### src/sv/lcer_pkg.sv
package lcer_pkg;

    localparam int TAPS_MAX   = 13;
    localparam int LINE_MAX   = 4096;
    localparam int HALF_LIMIT = ((TAPS_MAX - 1) / 2 < 6) ? (TAPS_MAX - 1) / 2 : 6;
    localparam int COUNT_CAP  = (LINE_MAX > TAPS_MAX) ? LINE_MAX : TAPS_MAX;
    localparam int CNT_W      = $clog2(COUNT_CAP + 1);
    localparam int AGE_W      = $clog2(TAPS_MAX);
    localparam int NUM_REGS   = 8;

    // Sum of up to 13 products of 17 x 8 bits and the weight scale.
    localparam int SUM_W   = 29;
    localparam int SCALE_W = 21;
    localparam int QUO_W   = 9;

    localparam logic [2:0] REG_KERNEL_HALF   = 3'd0;
    localparam logic [2:0] REG_WEIGHT_CENTER = 3'd1;

    typedef struct packed {
        logic [7:0] in_pixel;
        logic       in_line_end;
    } in_item_t;

    typedef struct packed {
        logic [7:0] out_pixel;
        logic       out_line_end;
    } out_item_t;

    // Controller to datapath.
    typedef struct packed {
        logic             shift_in;
        logic             row_start;
        logic [CNT_W-1:0] row;
        logic [CNT_W-1:0] newest;
        logic             row_last;
        logic             out_take;
    } lcer_cmd_t;

    // Datapath to controller.
    typedef struct packed {
        logic busy;
        logic out_full;
    } lcer_sts_t;

endpackage

### src/sv/lcer_ctrl.sv
module lcer_ctrl (
    input  logic                    clk,
    input  logic                    rst_n,
    input  logic                    in_valid,
    output logic                    in_ready,
    input  lcer_pkg::in_item_t      in_data,
    input  logic [2:0]              half_eff,
    input  lcer_pkg::lcer_sts_t     sts,
    output lcer_pkg::lcer_cmd_t     cmd
);

    localparam logic [1:0] ST_IDLE  = 2'd0;
    localparam logic [1:0] ST_ROWS  = 2'd1;
    localparam logic [1:0] ST_WAIT  = 2'd2;

    logic [1:0]                  state_reg, state_next;
    logic [lcer_pkg::CNT_W-1:0]  seen_reg, seen_next;
    logic [lcer_pkg::CNT_W-1:0]  row_reg, row_next;
    logic [lcer_pkg::CNT_W-1:0]  newest_reg, newest_next;
    logic                        flush_reg, flush_next;
    logic                        accept;
    logic [lcer_pkg::CNT_W-1:0]  h_ext;

    assign h_ext  = lcer_pkg::CNT_W'(half_eff);
    assign accept = in_valid && in_ready;
    assign in_ready = (state_reg == ST_IDLE);

    always_comb
    begin
        state_next  = state_reg;
        seen_next   = seen_reg;
        row_next    = row_reg;
        newest_next = newest_reg;
        flush_next  = flush_reg;
        cmd         = '0;
        unique case (state_reg)
            ST_IDLE:
            begin
                if (accept)
                begin
                    cmd.shift_in = 1'b1;
                    newest_next  = seen_reg;
                    flush_next   = in_data.in_line_end;
                    row_next     = (seen_reg >= h_ext) ? seen_reg - h_ext : '0;
                    if (in_data.in_line_end)
                    begin
                        seen_next  = '0;
                        state_next = ST_ROWS;
                    end
                    else
                    begin
                        if (seen_reg < lcer_pkg::CNT_W'(lcer_pkg::COUNT_CAP))
                            seen_next = seen_reg + 1'b1;
                        if (seen_reg >= h_ext)
                            state_next = ST_ROWS;
                    end
                end
            end
            ST_ROWS:
            begin
                // One row goes to the datapath when it is idle and the output slot is free.
                if (!sts.busy && !sts.out_full)
                begin
                    cmd.row_start = 1'b1;
                    cmd.row       = row_reg;
                    cmd.newest    = newest_reg;
                    cmd.row_last  = flush_reg && (row_reg == newest_reg);
                    if (!flush_reg || row_reg == newest_reg)
                        state_next = ST_WAIT;
                    else
                        row_next = row_reg + 1'b1;
                end
            end
            ST_WAIT:
            begin
                // The output register holds the finished row, so the next
                // pixel can be taken while it waits.
                if (!sts.busy)
                    state_next = ST_IDLE;
            end
            default:
            begin
                state_next = ST_IDLE;
            end
        endcase
    end

    always_ff @(posedge clk or negedge rst_n)
    begin
        if (!rst_n)
        begin
            state_reg  <= ST_IDLE;
            seen_reg   <= '0;
            row_reg    <= '0;
            newest_reg <= '0;
            flush_reg  <= 1'b0;
        end
        else
        begin
            state_reg  <= state_next;
            seen_reg   <= seen_next;
            row_reg    <= row_next;
            newest_reg <= newest_next;
            flush_reg  <= flush_next;
        end
    end

endmodule

### src/sv/lcer_datapath.sv
module lcer_datapath (
    input  logic                       clk,
    input  logic                       rst_n,
    input  lcer_pkg::in_item_t         in_data,
    input  logic [2:0]                 half_eff,
    input  logic [16:0]                weight_center,
    input  logic [6*16-1:0]            weight_off,
    input  lcer_pkg::lcer_cmd_t        cmd,
    output lcer_pkg::lcer_sts_t        sts,
    output logic                       out_valid,
    input  logic                       out_ready,
    output lcer_pkg::out_item_t        out_data
);

    localparam int NT = 2 * lcer_pkg::HALF_LIMIT + 1;
    localparam int TW = $clog2(NT + 1);

    localparam logic [2:0] P_IDLE = 3'd0;
    localparam logic [2:0] P_MAC  = 3'd1;
    localparam logic [2:0] P_DIV  = 3'd2;
    localparam logic [2:0] P_DONE = 3'd3;

    logic [7:0] win_reg [lcer_pkg::TAPS_MAX];

    logic [2:0]                      ph_reg;
    logic [TW-1:0]                   tap_reg;
    logic signed [lcer_pkg::CNT_W+1:0] row_reg, newest_reg;
    logic                            last_reg;
    logic                            full_reg;
    logic [lcer_pkg::SUM_W-1:0]      sum_reg;
    logic [lcer_pkg::SCALE_W-1:0]    scale_reg;
    logic [24:0]                     prod_reg;
    logic                            prod_ok_reg;
    logic [16:0]                     wprod_reg;
    logic [lcer_pkg::SUM_W:0]        rem_reg;
    logic [lcer_pkg::QUO_W-1:0]      quo_reg;
    logic [3:0]                      dbit_reg;
    logic [7:0]                      res_reg;
    logic                            out_valid_reg;
    lcer_pkg::out_item_t             out_reg;

    // Tap address for the current step.
    logic signed [lcer_pkg::CNT_W+1:0] d_s, pos, age;
    logic [2:0]                      tap_dist;
    logic [16:0]                     w;
    logic                            tap_in_line;
    logic [lcer_pkg::SUM_W:0]        den2, num_try;
    logic [lcer_pkg::SUM_W+1:0]      rnd;

    assign d_s  = $signed({{(lcer_pkg::CNT_W-TW+2){1'b0}}, tap_reg})
                - $signed({{(lcer_pkg::CNT_W-1){1'b0}}, half_eff});
    assign pos  = row_reg + d_s;
    assign age  = newest_reg - pos;
    assign tap_dist = d_s[lcer_pkg::CNT_W+1] ? 3'(-d_s) : 3'(d_s);
    assign tap_in_line = !pos[lcer_pkg::CNT_W+1] && !age[lcer_pkg::CNT_W+1]
                       && (age < lcer_pkg::TAPS_MAX);

    always_comb
    begin
        if (tap_dist == 3'd0)
            w = weight_center;
        else
            w = {1'b0, weight_off[(tap_dist-3'd1)*16 +: 16]};
    end

    assign den2    = {scale_reg, 1'b0};
    assign num_try = rem_reg;
    assign rnd     = {2'b00, sum_reg} + (lcer_pkg::SUM_W+2)'(32768);

    assign sts.busy     = (ph_reg != P_IDLE);
    assign sts.out_full = out_valid_reg && !out_ready;
    assign out_valid    = out_valid_reg;
    assign out_data     = out_reg;

    always_ff @(posedge clk)
    begin
        if (cmd.shift_in)
        begin
            for (int i = lcer_pkg::TAPS_MAX - 1; i > 0; i--)
                win_reg[i] <= win_reg[i-1];
            win_reg[0] <= in_data.in_pixel;
        end
    end

    always_ff @(posedge clk or negedge rst_n)
    begin
        if (!rst_n)
        begin
            ph_reg        <= P_IDLE;
            out_valid_reg <= 1'b0;
        end
        else
        begin
            if (out_valid_reg && out_ready)
                out_valid_reg <= 1'b0;
            unique case (ph_reg)
                P_IDLE:
                begin
                    if (cmd.row_start)
                    begin
                        ph_reg <= P_MAC;
                    end
                end
                P_MAC:
                begin
                    // One tap per cycle; the product is registered in prod_reg before it is summed.
                    if (tap_reg == TW'(2 * half_eff + 1))
                        ph_reg <= P_DIV;
                end
                P_DIV:
                begin
                    if (full_reg || scale_reg == '0 || dbit_reg == 4'd0)
                        ph_reg <= P_DONE;
                end
                P_DONE:
                begin
                    ph_reg        <= P_IDLE;
                    out_valid_reg <= 1'b1;
                end
                default:
                begin
                    ph_reg <= P_IDLE;
                end
            endcase
        end
    end

    always_ff @(posedge clk)
    begin
        unique case (ph_reg)
            P_IDLE:
            begin
                if (cmd.row_start)
                begin
                    row_reg     <= $signed({2'b00, cmd.row});
                    newest_reg  <= $signed({2'b00, cmd.newest});
                    last_reg    <= cmd.row_last;
                    tap_reg     <= '0;
                    full_reg    <= 1'b1;
                    sum_reg     <= '0;
                    scale_reg   <= '0;
                    prod_ok_reg <= 1'b0;
                end
            end
            P_MAC:
            begin
                if (prod_ok_reg)
                begin
                    sum_reg   <= sum_reg + lcer_pkg::SUM_W'(prod_reg);
                    scale_reg <= scale_reg + lcer_pkg::SCALE_W'(wprod_reg);
                end
                if (tap_reg <= TW'(2 * half_eff))
                begin
                    prod_ok_reg <= tap_in_line;
                    if (tap_in_line)
                    begin
                        prod_reg  <= w * win_reg[age[lcer_pkg::AGE_W-1:0]];
                        wprod_reg <= w;
                    end
                    else
                        full_reg <= 1'b0;
                end
                else
                    prod_ok_reg <= 1'b0;
                tap_reg <= tap_reg + 1'b1;
                rem_reg  <= '0;
                quo_reg  <= '0;
                dbit_reg <= 4'(lcer_pkg::QUO_W);
            end
            P_DIV:
            begin
                if (full_reg)
                    res_reg <= (rnd[lcer_pkg::SUM_W+1:16] > 255) ? 8'd255
                             : rnd[23:16];
                else if (scale_reg == '0)
                    res_reg <= 8'd0;
                else if (dbit_reg == 4'd0)
                    res_reg <= (quo_reg > 9'd255) ? 8'd255 : quo_reg[7:0];
                else if (dbit_reg == 4'(lcer_pkg::QUO_W))
                begin
                    // Restoring division of 2*sum+scale by 2*scale. A weighted
                    // mean of pixels stays below 256, so eight quotient bits do.
                    rem_reg  <= {sum_reg, 1'b0} + (lcer_pkg::SUM_W+1)'(scale_reg);
                    dbit_reg <= 4'(lcer_pkg::QUO_W - 1);
                end
                else
                begin
                    if (num_try >= (den2 << (dbit_reg - 4'd1)))
                    begin
                        rem_reg <= num_try - (den2 << (dbit_reg - 4'd1));
                        quo_reg[dbit_reg-4'd1] <= 1'b1;
                    end
                    dbit_reg <= dbit_reg - 4'd1;
                end
            end
            P_DONE:
            begin
                out_reg.out_pixel    <= res_reg;
                out_reg.out_line_end <= last_reg;
            end
            default:
            begin
            end
        endcase
    end

endmodule

### src/sv/line_convolution_edge_renorm.sv
// Symmetric blur of one pixel line with up to 13 taps and edge renormalization.
// Pixels enter on in_valid/in_ready, one beat each; in_line_end marks the last
// pixel, which flushes up to kernel_half+1 blurred pixels. Each result holds the
// shared multiply-accumulate unit, and after it the serial divider when that
// renormalizes a row near either end of the line. The next pixel is accepted
// only after the datapath has finished the results of the one before, and no
// row is issued while the output is stalled; the first kernel_half pixels of a
// line yield no result and are not held up. Weights must be written over the
// APB port only while the block is idle; the block itself does not enforce it.
module line_convolution_edge_renorm (
    input  logic                 clk,
    input  logic                 rst_n,
    input  logic                 in_valid,
    output logic                 in_ready,
    input  lcer_pkg::in_item_t   in_data,
    output logic                 out_valid,
    input  logic                 out_ready,
    output lcer_pkg::out_item_t  out_data,
    input  logic                 psel,
    input  logic                 penable,
    input  logic                 pwrite,
    input  logic [4:0]           paddr,
    input  logic [31:0]          pwdata,
    output logic [31:0]          prdata,
    output logic                 pready
);

    logic [2:0]          kernel_half_reg;
    logic [16:0]         weight_center_reg;
    logic [6*16-1:0]     weight_off_reg;
    logic [2:0]          half_eff;
    logic [2:0]          ridx;
    lcer_pkg::lcer_cmd_t cmd;
    lcer_pkg::lcer_sts_t sts;

    assign pready = 1'b1;
    assign ridx   = paddr[4:2];
    assign half_eff = (kernel_half_reg > 3'(lcer_pkg::HALF_LIMIT))
                    ? 3'(lcer_pkg::HALF_LIMIT) : kernel_half_reg;

    always_ff @(posedge clk or negedge rst_n)
    begin
        if (!rst_n)
        begin
            kernel_half_reg   <= '0;
            weight_center_reg <= 17'h10000;
            weight_off_reg    <= '0;
        end
        else if (psel && penable && pwrite)
        begin
            if (ridx == lcer_pkg::REG_KERNEL_HALF)
                kernel_half_reg <= pwdata[2:0];
            else if (ridx == lcer_pkg::REG_WEIGHT_CENTER)
                weight_center_reg <= pwdata[16:0];
            else
                weight_off_reg[(ridx-3'd2)*16 +: 16] <= pwdata[15:0];
        end
    end

    always_comb
    begin
        if (ridx == lcer_pkg::REG_KERNEL_HALF)
            prdata = {29'd0, kernel_half_reg};
        else if (ridx == lcer_pkg::REG_WEIGHT_CENTER)
            prdata = {15'd0, weight_center_reg};
        else
            prdata = {16'd0, weight_off_reg[(ridx-3'd2)*16 +: 16]};
    end

    lcer_ctrl u_ctrl (
        .clk(clk), .rst_n(rst_n), .in_valid(in_valid), .in_ready(in_ready),
        .in_data(in_data), .half_eff(half_eff), .sts(sts), .cmd(cmd)
    );

    lcer_datapath u_dp (
        .clk(clk), .rst_n(rst_n), .in_data(in_data), .half_eff(half_eff),
        .weight_center(weight_center_reg), .weight_off(weight_off_reg),
        .cmd(cmd), .sts(sts), .out_valid(out_valid), .out_ready(out_ready),
        .out_data(out_data)
    );

endmodule

### config.mk
export PLATFORM = sky130hd
export DESIGN_NAME = line_convolution_edge_renorm
export DESIGN_NICKNAME = d
export VERILOG_FILES = /design/src/sv/lcer_pkg.sv /design/src/sv/lcer_ctrl.sv /design/src/sv/lcer_datapath.sv /design/src/sv/line_convolution_edge_renorm.sv
export SDC_FILE = /design/constraint.sdc
export NUM_CORES = 1
export LEC_CHECK = 0
export BUFFER_PORTS_ARGS = -buffer_cell sky130_fd_sc_hd__buf_2
export CORE_UTILIZATION = 45
export CTS_CLUSTER_DIAMETER = 120
export CTS_CLUSTER_SIZE = 12
export DETAILED_ROUTE_END_ITERATION = 10
export PLACE_DENSITY = 0.65
export SYNTH_ARGS = -nofsm -noshare
export SYNTH_HDL_FRONTEND = slang
export SYNTH_SLANG_ARGS = --single-unit
### constraint.sdc
create_clock -name clk -period 27.2 [get_ports clk]
set_clock_uncertainty 0.2 [all_clocks]
set_input_delay 2.72 -clock clk [delete_from_list [all_inputs] [get_ports clk]]
set_output_delay 2.72 -clock clk [all_outputs]
set_load 0.05 [all_outputs]
# After elaboration in Yosys (flattened, before gate mapping)

Memories as Yosys holds them, arrays and structs flattened.
Cells that the tools add are included.

Register bits after elaboration: 347
Latch bits: 0
RAM bits: 104
Bits in read-only memories: 0
Output and inout port bits: 44
Memories: 1

Add/subtract/negate cells: 18
Multiply operators: 1
Div/mod/pow operators: 0
Order comparisons: 10
Equal/unequal tests: 27
Shift-type cells: 5
Multiplexer cells: 71
Bitwise operators: 3
Reduce and logical (&&, ||, !) cells: 50

Memories:

| memory       | words | bits a word | rd ports | clocked after memory_dff | write ports | line                | RTL |
|---|---|---|---|---|---|---|---|
| u_dp.win_reg | 13    | 8           | 13       | 0                        | 13          | lcer_datapath.sv:23 | `logic [7:0] win_reg [lcer_pkg::TAPS_MAX];` |

Operator list:

| kind                                                    | count |
|---|---|
| indexed part select 96 x 33 -> 16 bit                   | 2 |
| 2-to-1 mux 30 bit                                       | 5 |
| bitwise mux 96 bit                                      | 1 |
| variable shift 16 x 34 -> 96 bit (first input constant) | 1 |
| indexed part select 16 x 34 -> 96 bit                   | 1 |
| 2-to-1 mux 13 bit                                       | 6 |
| one-hot mux 30 bit (2 select lines)                     | 1 |
| 2-to-1 mux 29 bit                                       | 2 |
| one-hot mux 29 bit (2 select lines)                     | 1 |
| 2-to-1 mux 28 bit                                       | 2 |
| 2-to-1 mux 17 bit                                       | 3 |
| 2-to-1 mux 9 bit                                        | 5 |
| 2-to-1 mux 21 bit                                       | 2 |
| one-hot mux 21 bit (2 select lines)                     | 1 |
| 2-to-1 mux 8 bit                                        | 5 |
| negation 32 -> 34 bit                                   | 1 |
| adder 29 x 16 -> 30 bit (second input constant)         | 1 |
| adder 30 x 21 -> 30 bit                                 | 1 |
| greater-or-equal comparator 30 bit                      | 1 |
| left shift 22 x 4 -> 30 bit                             | 1 |
| subtractor 30 bit                                       | 1 |
| adder 29 x 25 -> 29 bit                                 | 1 |
| adder 13 x 1 -> 13 bit (second input constant)          | 2 |
| one-hot mux 13 bit (2 select lines)                     | 1 |
| other kinds (57)                                        | 137 |

# Logic depth before layout (Yosys ltp)

Depth after elaboration: 12
Gate-level depth with buffers: 36

# Modules after synthesis

A second synthesis with hierarchy kept.

Cells, all modules: 3271
Area total of the unflattened synthesis: 32401.1 um^2

Modules (own cells, without submodules):

| module                       | times used | cells an instance | area each (um^2) | sequential area each (um^2) |
|---|---|---|---|---|
| lcer_datapath                | 1          | 2314              | 23451.2          | 8753.4 |
| line_convolution_edge_renorm | 1          | 616               | 6172.2           | 2904.0 |
| lcer_ctrl                    | 1          | 341               | 2777.7           | 1051.0 |

# Least setup slack after synthesis

Ideal clock, no wire load.

Path type: register to register
Start point: register kernel_half_reg[1]
End point: register u_dp.prod_reg[20], data pin
Data arrival time: 8.557 ns
Setup slack: 18.184 ns
Stages on the path, launching flop included: 32
Buffers on the path: 6
Period minus slack after synthesis: 9.016 ns
Cell sequence: dfrtp_1 -> buf_6 -> a21boi_0 -> ha_1 -> clkbuf_1 -> inv_1 -> buf_2 -> ha_1 -> fa_1 -> fa_1 -> clkbuf_1 -> clkbuf_1 -> mux4_2 -> mux2_2 -> a21oi_1 -> clkbuf_1 -> nor2_1 -> fa_1 -> fa_1 -> fa_1 -> inv_1 -> fa_1 -> inv_1 -> ha_1 -> a21oi_1 -> o21ai_0 -> a2111oi_2 -> o21ai_0 -> a31o_2 -> a21o_1 -> a21oi_1 -> xnor2_1

Cells in the longest elaborated chain, start to end: 9
Elaborated cells on any way between the ends: 13
Classes of those cells: add/sub (5); mul (1); order compare (1); shift (1); mux (3); reduce/logical (1); memory (1)

RTL lines:

| item                                                                           | line                               | RTL |
|---|---|---|
| from (decl)                                                                    | line_convolution_edge_renorm.sv:28 | `logic [2:0] kernel_half_reg;` |
| from (signal assigned)                                                         | line_convolution_edge_renorm.sv:52 | `kernel_half_reg <= pwdata[2:0];` |
| > comparator 3 bit                                                             | line_convolution_edge_renorm.sv:38 | `assign half_eff = (kernel_half_reg > 3'(lcer_pkg::HALF_LIMIT))` |
| 2-to-1 mux 3 bit (*)                                                           | line_convolution_edge_renorm.sv:39 | `? 3'(lcer_pkg::HALF_LIMIT) : kernel_half_reg;` |
| subtractor 4 x 3 -> 5 bit (*)                                                  | lcer_datapath.sv:51                | `- $signed({{(lcer_pkg::CNT_W-1){1'b0}}, half_eff});` |
| parallel branches: the longest is 5 deep, another holds adder 14 x 5 -> 15 bit | -                                  |  |
| multiplier 17 x 8 -> 25 bit (*)                                                | lcer_datapath.sv:157               | `prod_reg <= w * win_reg[age[lcer_pkg::AGE_W-1:0]];` |
| to (signal assigned)                                                           | lcer_datapath.sv:157               |  |
| to (decl)                                                                      | lcer_datapath.sv:32                | `logic [24:0] prod_reg;` |

Every way passes the cells marked *.
A chain may end at the register's enable or synchronous reset.

# Worst setup path after layout

Start point: register kernel_half_reg[1]
End point: register u_dp.prod_reg[21], data pin

Same word-level chain as after synthesis.

==> results.json <==
{
  "status": "finished, final reports clean",
  "cts.sinks": 450,
  "path_class": "reg -> reg",
  "clk_path_buf_depth": 3,
  "yosysSeqAreaShare_pct": 40.2,
  "grt_max_degree": 100,
  "gr-total-overflow": 0,
  "grt_pass1_wl_mm": 123,
  "syn2layout_area_growth_pct": 7.81,
  "vias": 23242,
  "dpl.cell_count": 4049,
  "grt_pass1_vias": 22635,
  "maxSlewHeadroom_pct": 20.5,
  "instances_no_fill": 4120,
  "hold_viol": 0,
  "synth_edf_count": 289,
  "crit_path_end_kind": "flip-flop",
  "ys_types": 98,
  "post_drt_wl_per_cell_um": 18.7,
  "syn_area_um2": 31600,
  "crit_start": "kernel_half_reg[1]",
  "clk_pin_slew_ns": 0.06,
  "dieArea_um2": 71300,
  "finalSetupViolations": 0,
  "arrival_ns": 10.54,
  "worstHoldPathType": "reg -> reg",
  "vias_per_cell": 5.64,
  "hold_buffers": 0,
  "rows": 96,
  "worst-path-max-fanout": 25,
  "hp-start": "u_dp.res_reg[4]",
  "largest_reg_flops": 104,
  "critPathLaunchType": "flip-flop",
  "drive_above_1_share_pct": 11.2,
  "portBuffers": 63,
  "slowest_stage": "a21oi_2",
  "fp.dieH_um": 267,
  "n_fill_cell": 6406,
  "synth_area_per_cell_um2": 10.0,
  "cts_htree_levels": 2,
  "timing.final.crit_share_pct": 37.8,
  "core-area_um2": 69100,
  "antenna_found_initial": 2,
  "postSynthCellCount": 3154,
  "clock_latency_ns": 0.58,
  "final.setup.tns_ns": 0,
  "gr-usage-all-layers_pct": 21.6,
  "yosys.area.top_type": "edfxtp_1",
  "die_w_um": 267,
  "yosys_warnings": 0,
  "slew_violations": 0,
  "multiInputGateArea_um2": 17600,
  "synth_top_area_share_pct": 27.5,
  "tritoncts": "yes",
  "finalWirelength_mm": 77.0,
  "cts-root-buf": "clkbuf_16",
  "cp.required_ns": 27.44,
  "gp_congestion": 0.879,
  "antenna_left": 0,
  "worst_slack_ns": 16.91,
  "place_ws_ns": 17.01,
  "async_flop_share_pct": 35.8,
  "numCtsBuffers": 43,
  "cpMostUsedCell": "fa_1",
  "drt_iter0_drc": 1676,
  "regArea_um2": 12700,
  "worst_path_largest_cell_delay_ns": 0.76,
  "synth_area_leaders": "edfxtp_1 (27%), dfrtp_1 (13%), ha_1 (7.4%)",
  "drc": 0,
  "fin_crit_ns": 10.29,
  "synthFlopType": "edfxtp_1",
  "worst_pin_slew_ns": 1.19,
  "drt_pass1_iterations": 5,
  "max-cap-violations": 0,
  "rsz0062_at_grt": "no",
  "fmaxAchievable_ghz": 0.0971,
  "whs_ns": 0.216,
  "r2r-start": "kernel_half_reg[1]",
  "hpwl_mm": 54.1,
  "postCtsSetupBuffers": 0,
  "initial_utilization_pct": 45.7,
  "post_cts_resized": 0,
  "ioPinCount": 97,
  "ys_ff_latch": 450,
  "nets": 3498
}
==> synthesized netlist by cell type (14+ instances only) <==
master / count
mux2_2: 102
mux4_2: 27
edfxtp_1: 289
nand3_1: 86
and2_1: 49
a21o_1: 47
clkbuf_1: 113
o21a_1: 14
a211oi_1: 33
or3_1: 25
mux2i_1: 72
nor2b_1: 33
xor2_1: 75
o22ai_1: 17
a21oi_1: 220
inv_1: 205
nor2_1: 313
and3_1: 30
o21ai_0: 156
a2111oi_0: 20
a31oi_1: 21
nand4_1: 24
nand2_1: 304
ha_1: 186
fa_1: 96
buf_4: 18
dfrtp_1: 160
o211ai_1: 14
nor3_1: 56
nand2b_1: 36
xnor2_1: 88
==> per-stage QoR <==
stage                     util [%]  area [um2]
after floorplan                  -       31600
after global placement        47.6       32900
after detailed placement      47.6       32900
after CTS                     49.3       34000
after global routing          49.3       34100
final                         49.3       34100
==> cell type report <==
class / count / area share [%]
flip-flops and latches: 450 / 37.3
clock inverters: 4 / 0.114
inverters: 211 / 2.33
diodes: 3 / 0.0220
repair buffers: 104 / 1.85
well taps: 931 / 3.42
clock buffers: 64 / 3.39
multi-input cells: 2353 / 51.6
==> worst paths after layout <==
path / to / slack [ns] / cells after the start
min in group asynchronous: weight_center_reg[8] / 2.05 / 1
min: u_dp.out_data[5] / 0.22 / 0
min reg2reg: u_dp.out_data[5] / 0.22 / 0
max: u_dp.prod_reg[21] / 16.91 / 27
max reg2reg: u_dp.prod_reg[21] / 16.91 / 27
max in group asynchronous: u_ctrl.newest_reg[10] / 23.29 / 2
==> layer usage <==
| layer | share of wire (%) | vias up | GRT usage (%) |
|---|---|---|---|
| li1 | - | 11249 | - |
| met1 | 45 | 11325 | 29.5 |
| met2 | 48 | 554 | 36.0 |
| met3 | 4.8 | 114 | 2.81 |
| met4 | 2.4 | 0 | 6.20 |
| met5 | 0 | - | 0 |
==> placed cells by master (no fill, tap or decap), drive strengths merged, types with 27 or more instances in the layout <==
| cell type | synthesis | routed |
|---|---|---|
| xor2 | 77 | 77 |
| a2111oi | 31 | 31 |
| ha | 186 | 186 |
| a21oi | 220 | 220 |
| buf | 41 | 104 |
| fa | 96 | 96 |
| nor2 | 314 | 314 |
| and3 | 30 | 30 |
| mux2 | 102 | 102 |
| edfxtp | 289 | 289 |
| a211oi | 33 | 33 |
| and2 | 49 | 49 |
| nand2b | 36 | 36 |
| o21ai | 159 | 159 |
| nor3 | 56 | 56 |
| inv | 210 | 212 |
| nand2 | 304 | 304 |
| mux2i | 73 | 73 |
| clkbuf | 113 | 64 |
| dfrtp | 160 | 160 |
| nand3 | 86 | 86 |
| mux4 | 27 | 27 |
| xnor2 | 90 | 90 |
| a21o | 47 | 47 |
| nor2b | 34 | 34 |
==> cells by family after synthesis <==
logic type / synth area share [%]
AO/OA/AOI/OAI: 13.9
XOR/XNOR: 4.80
adder cells (fa/ha/maj): 13.5
buffers and inverters: 4.66
flip-flops: 40.2
multiplexers: 7.89
other: 0.0238
AND/OR/NAND/NOR: 15.0
==> worst max-delay path, delay by kind of cell (launching register included) <==
family | cells | cell delay, ns
flip-flops | 1 | 0.62
AO/OA/AOI/OAI | 6 | 1.99
buffers and inverters | 6 | 1.50
multiplexers | 2 | 0.63
AND/OR/NAND/NOR | 4 | 1.25
adder cells (fa/ha/maj) | 9 | 3.94
Power is not shown: default switching activity piles up to over one toggle a cycle in this logic, so the estimate is an artifact.
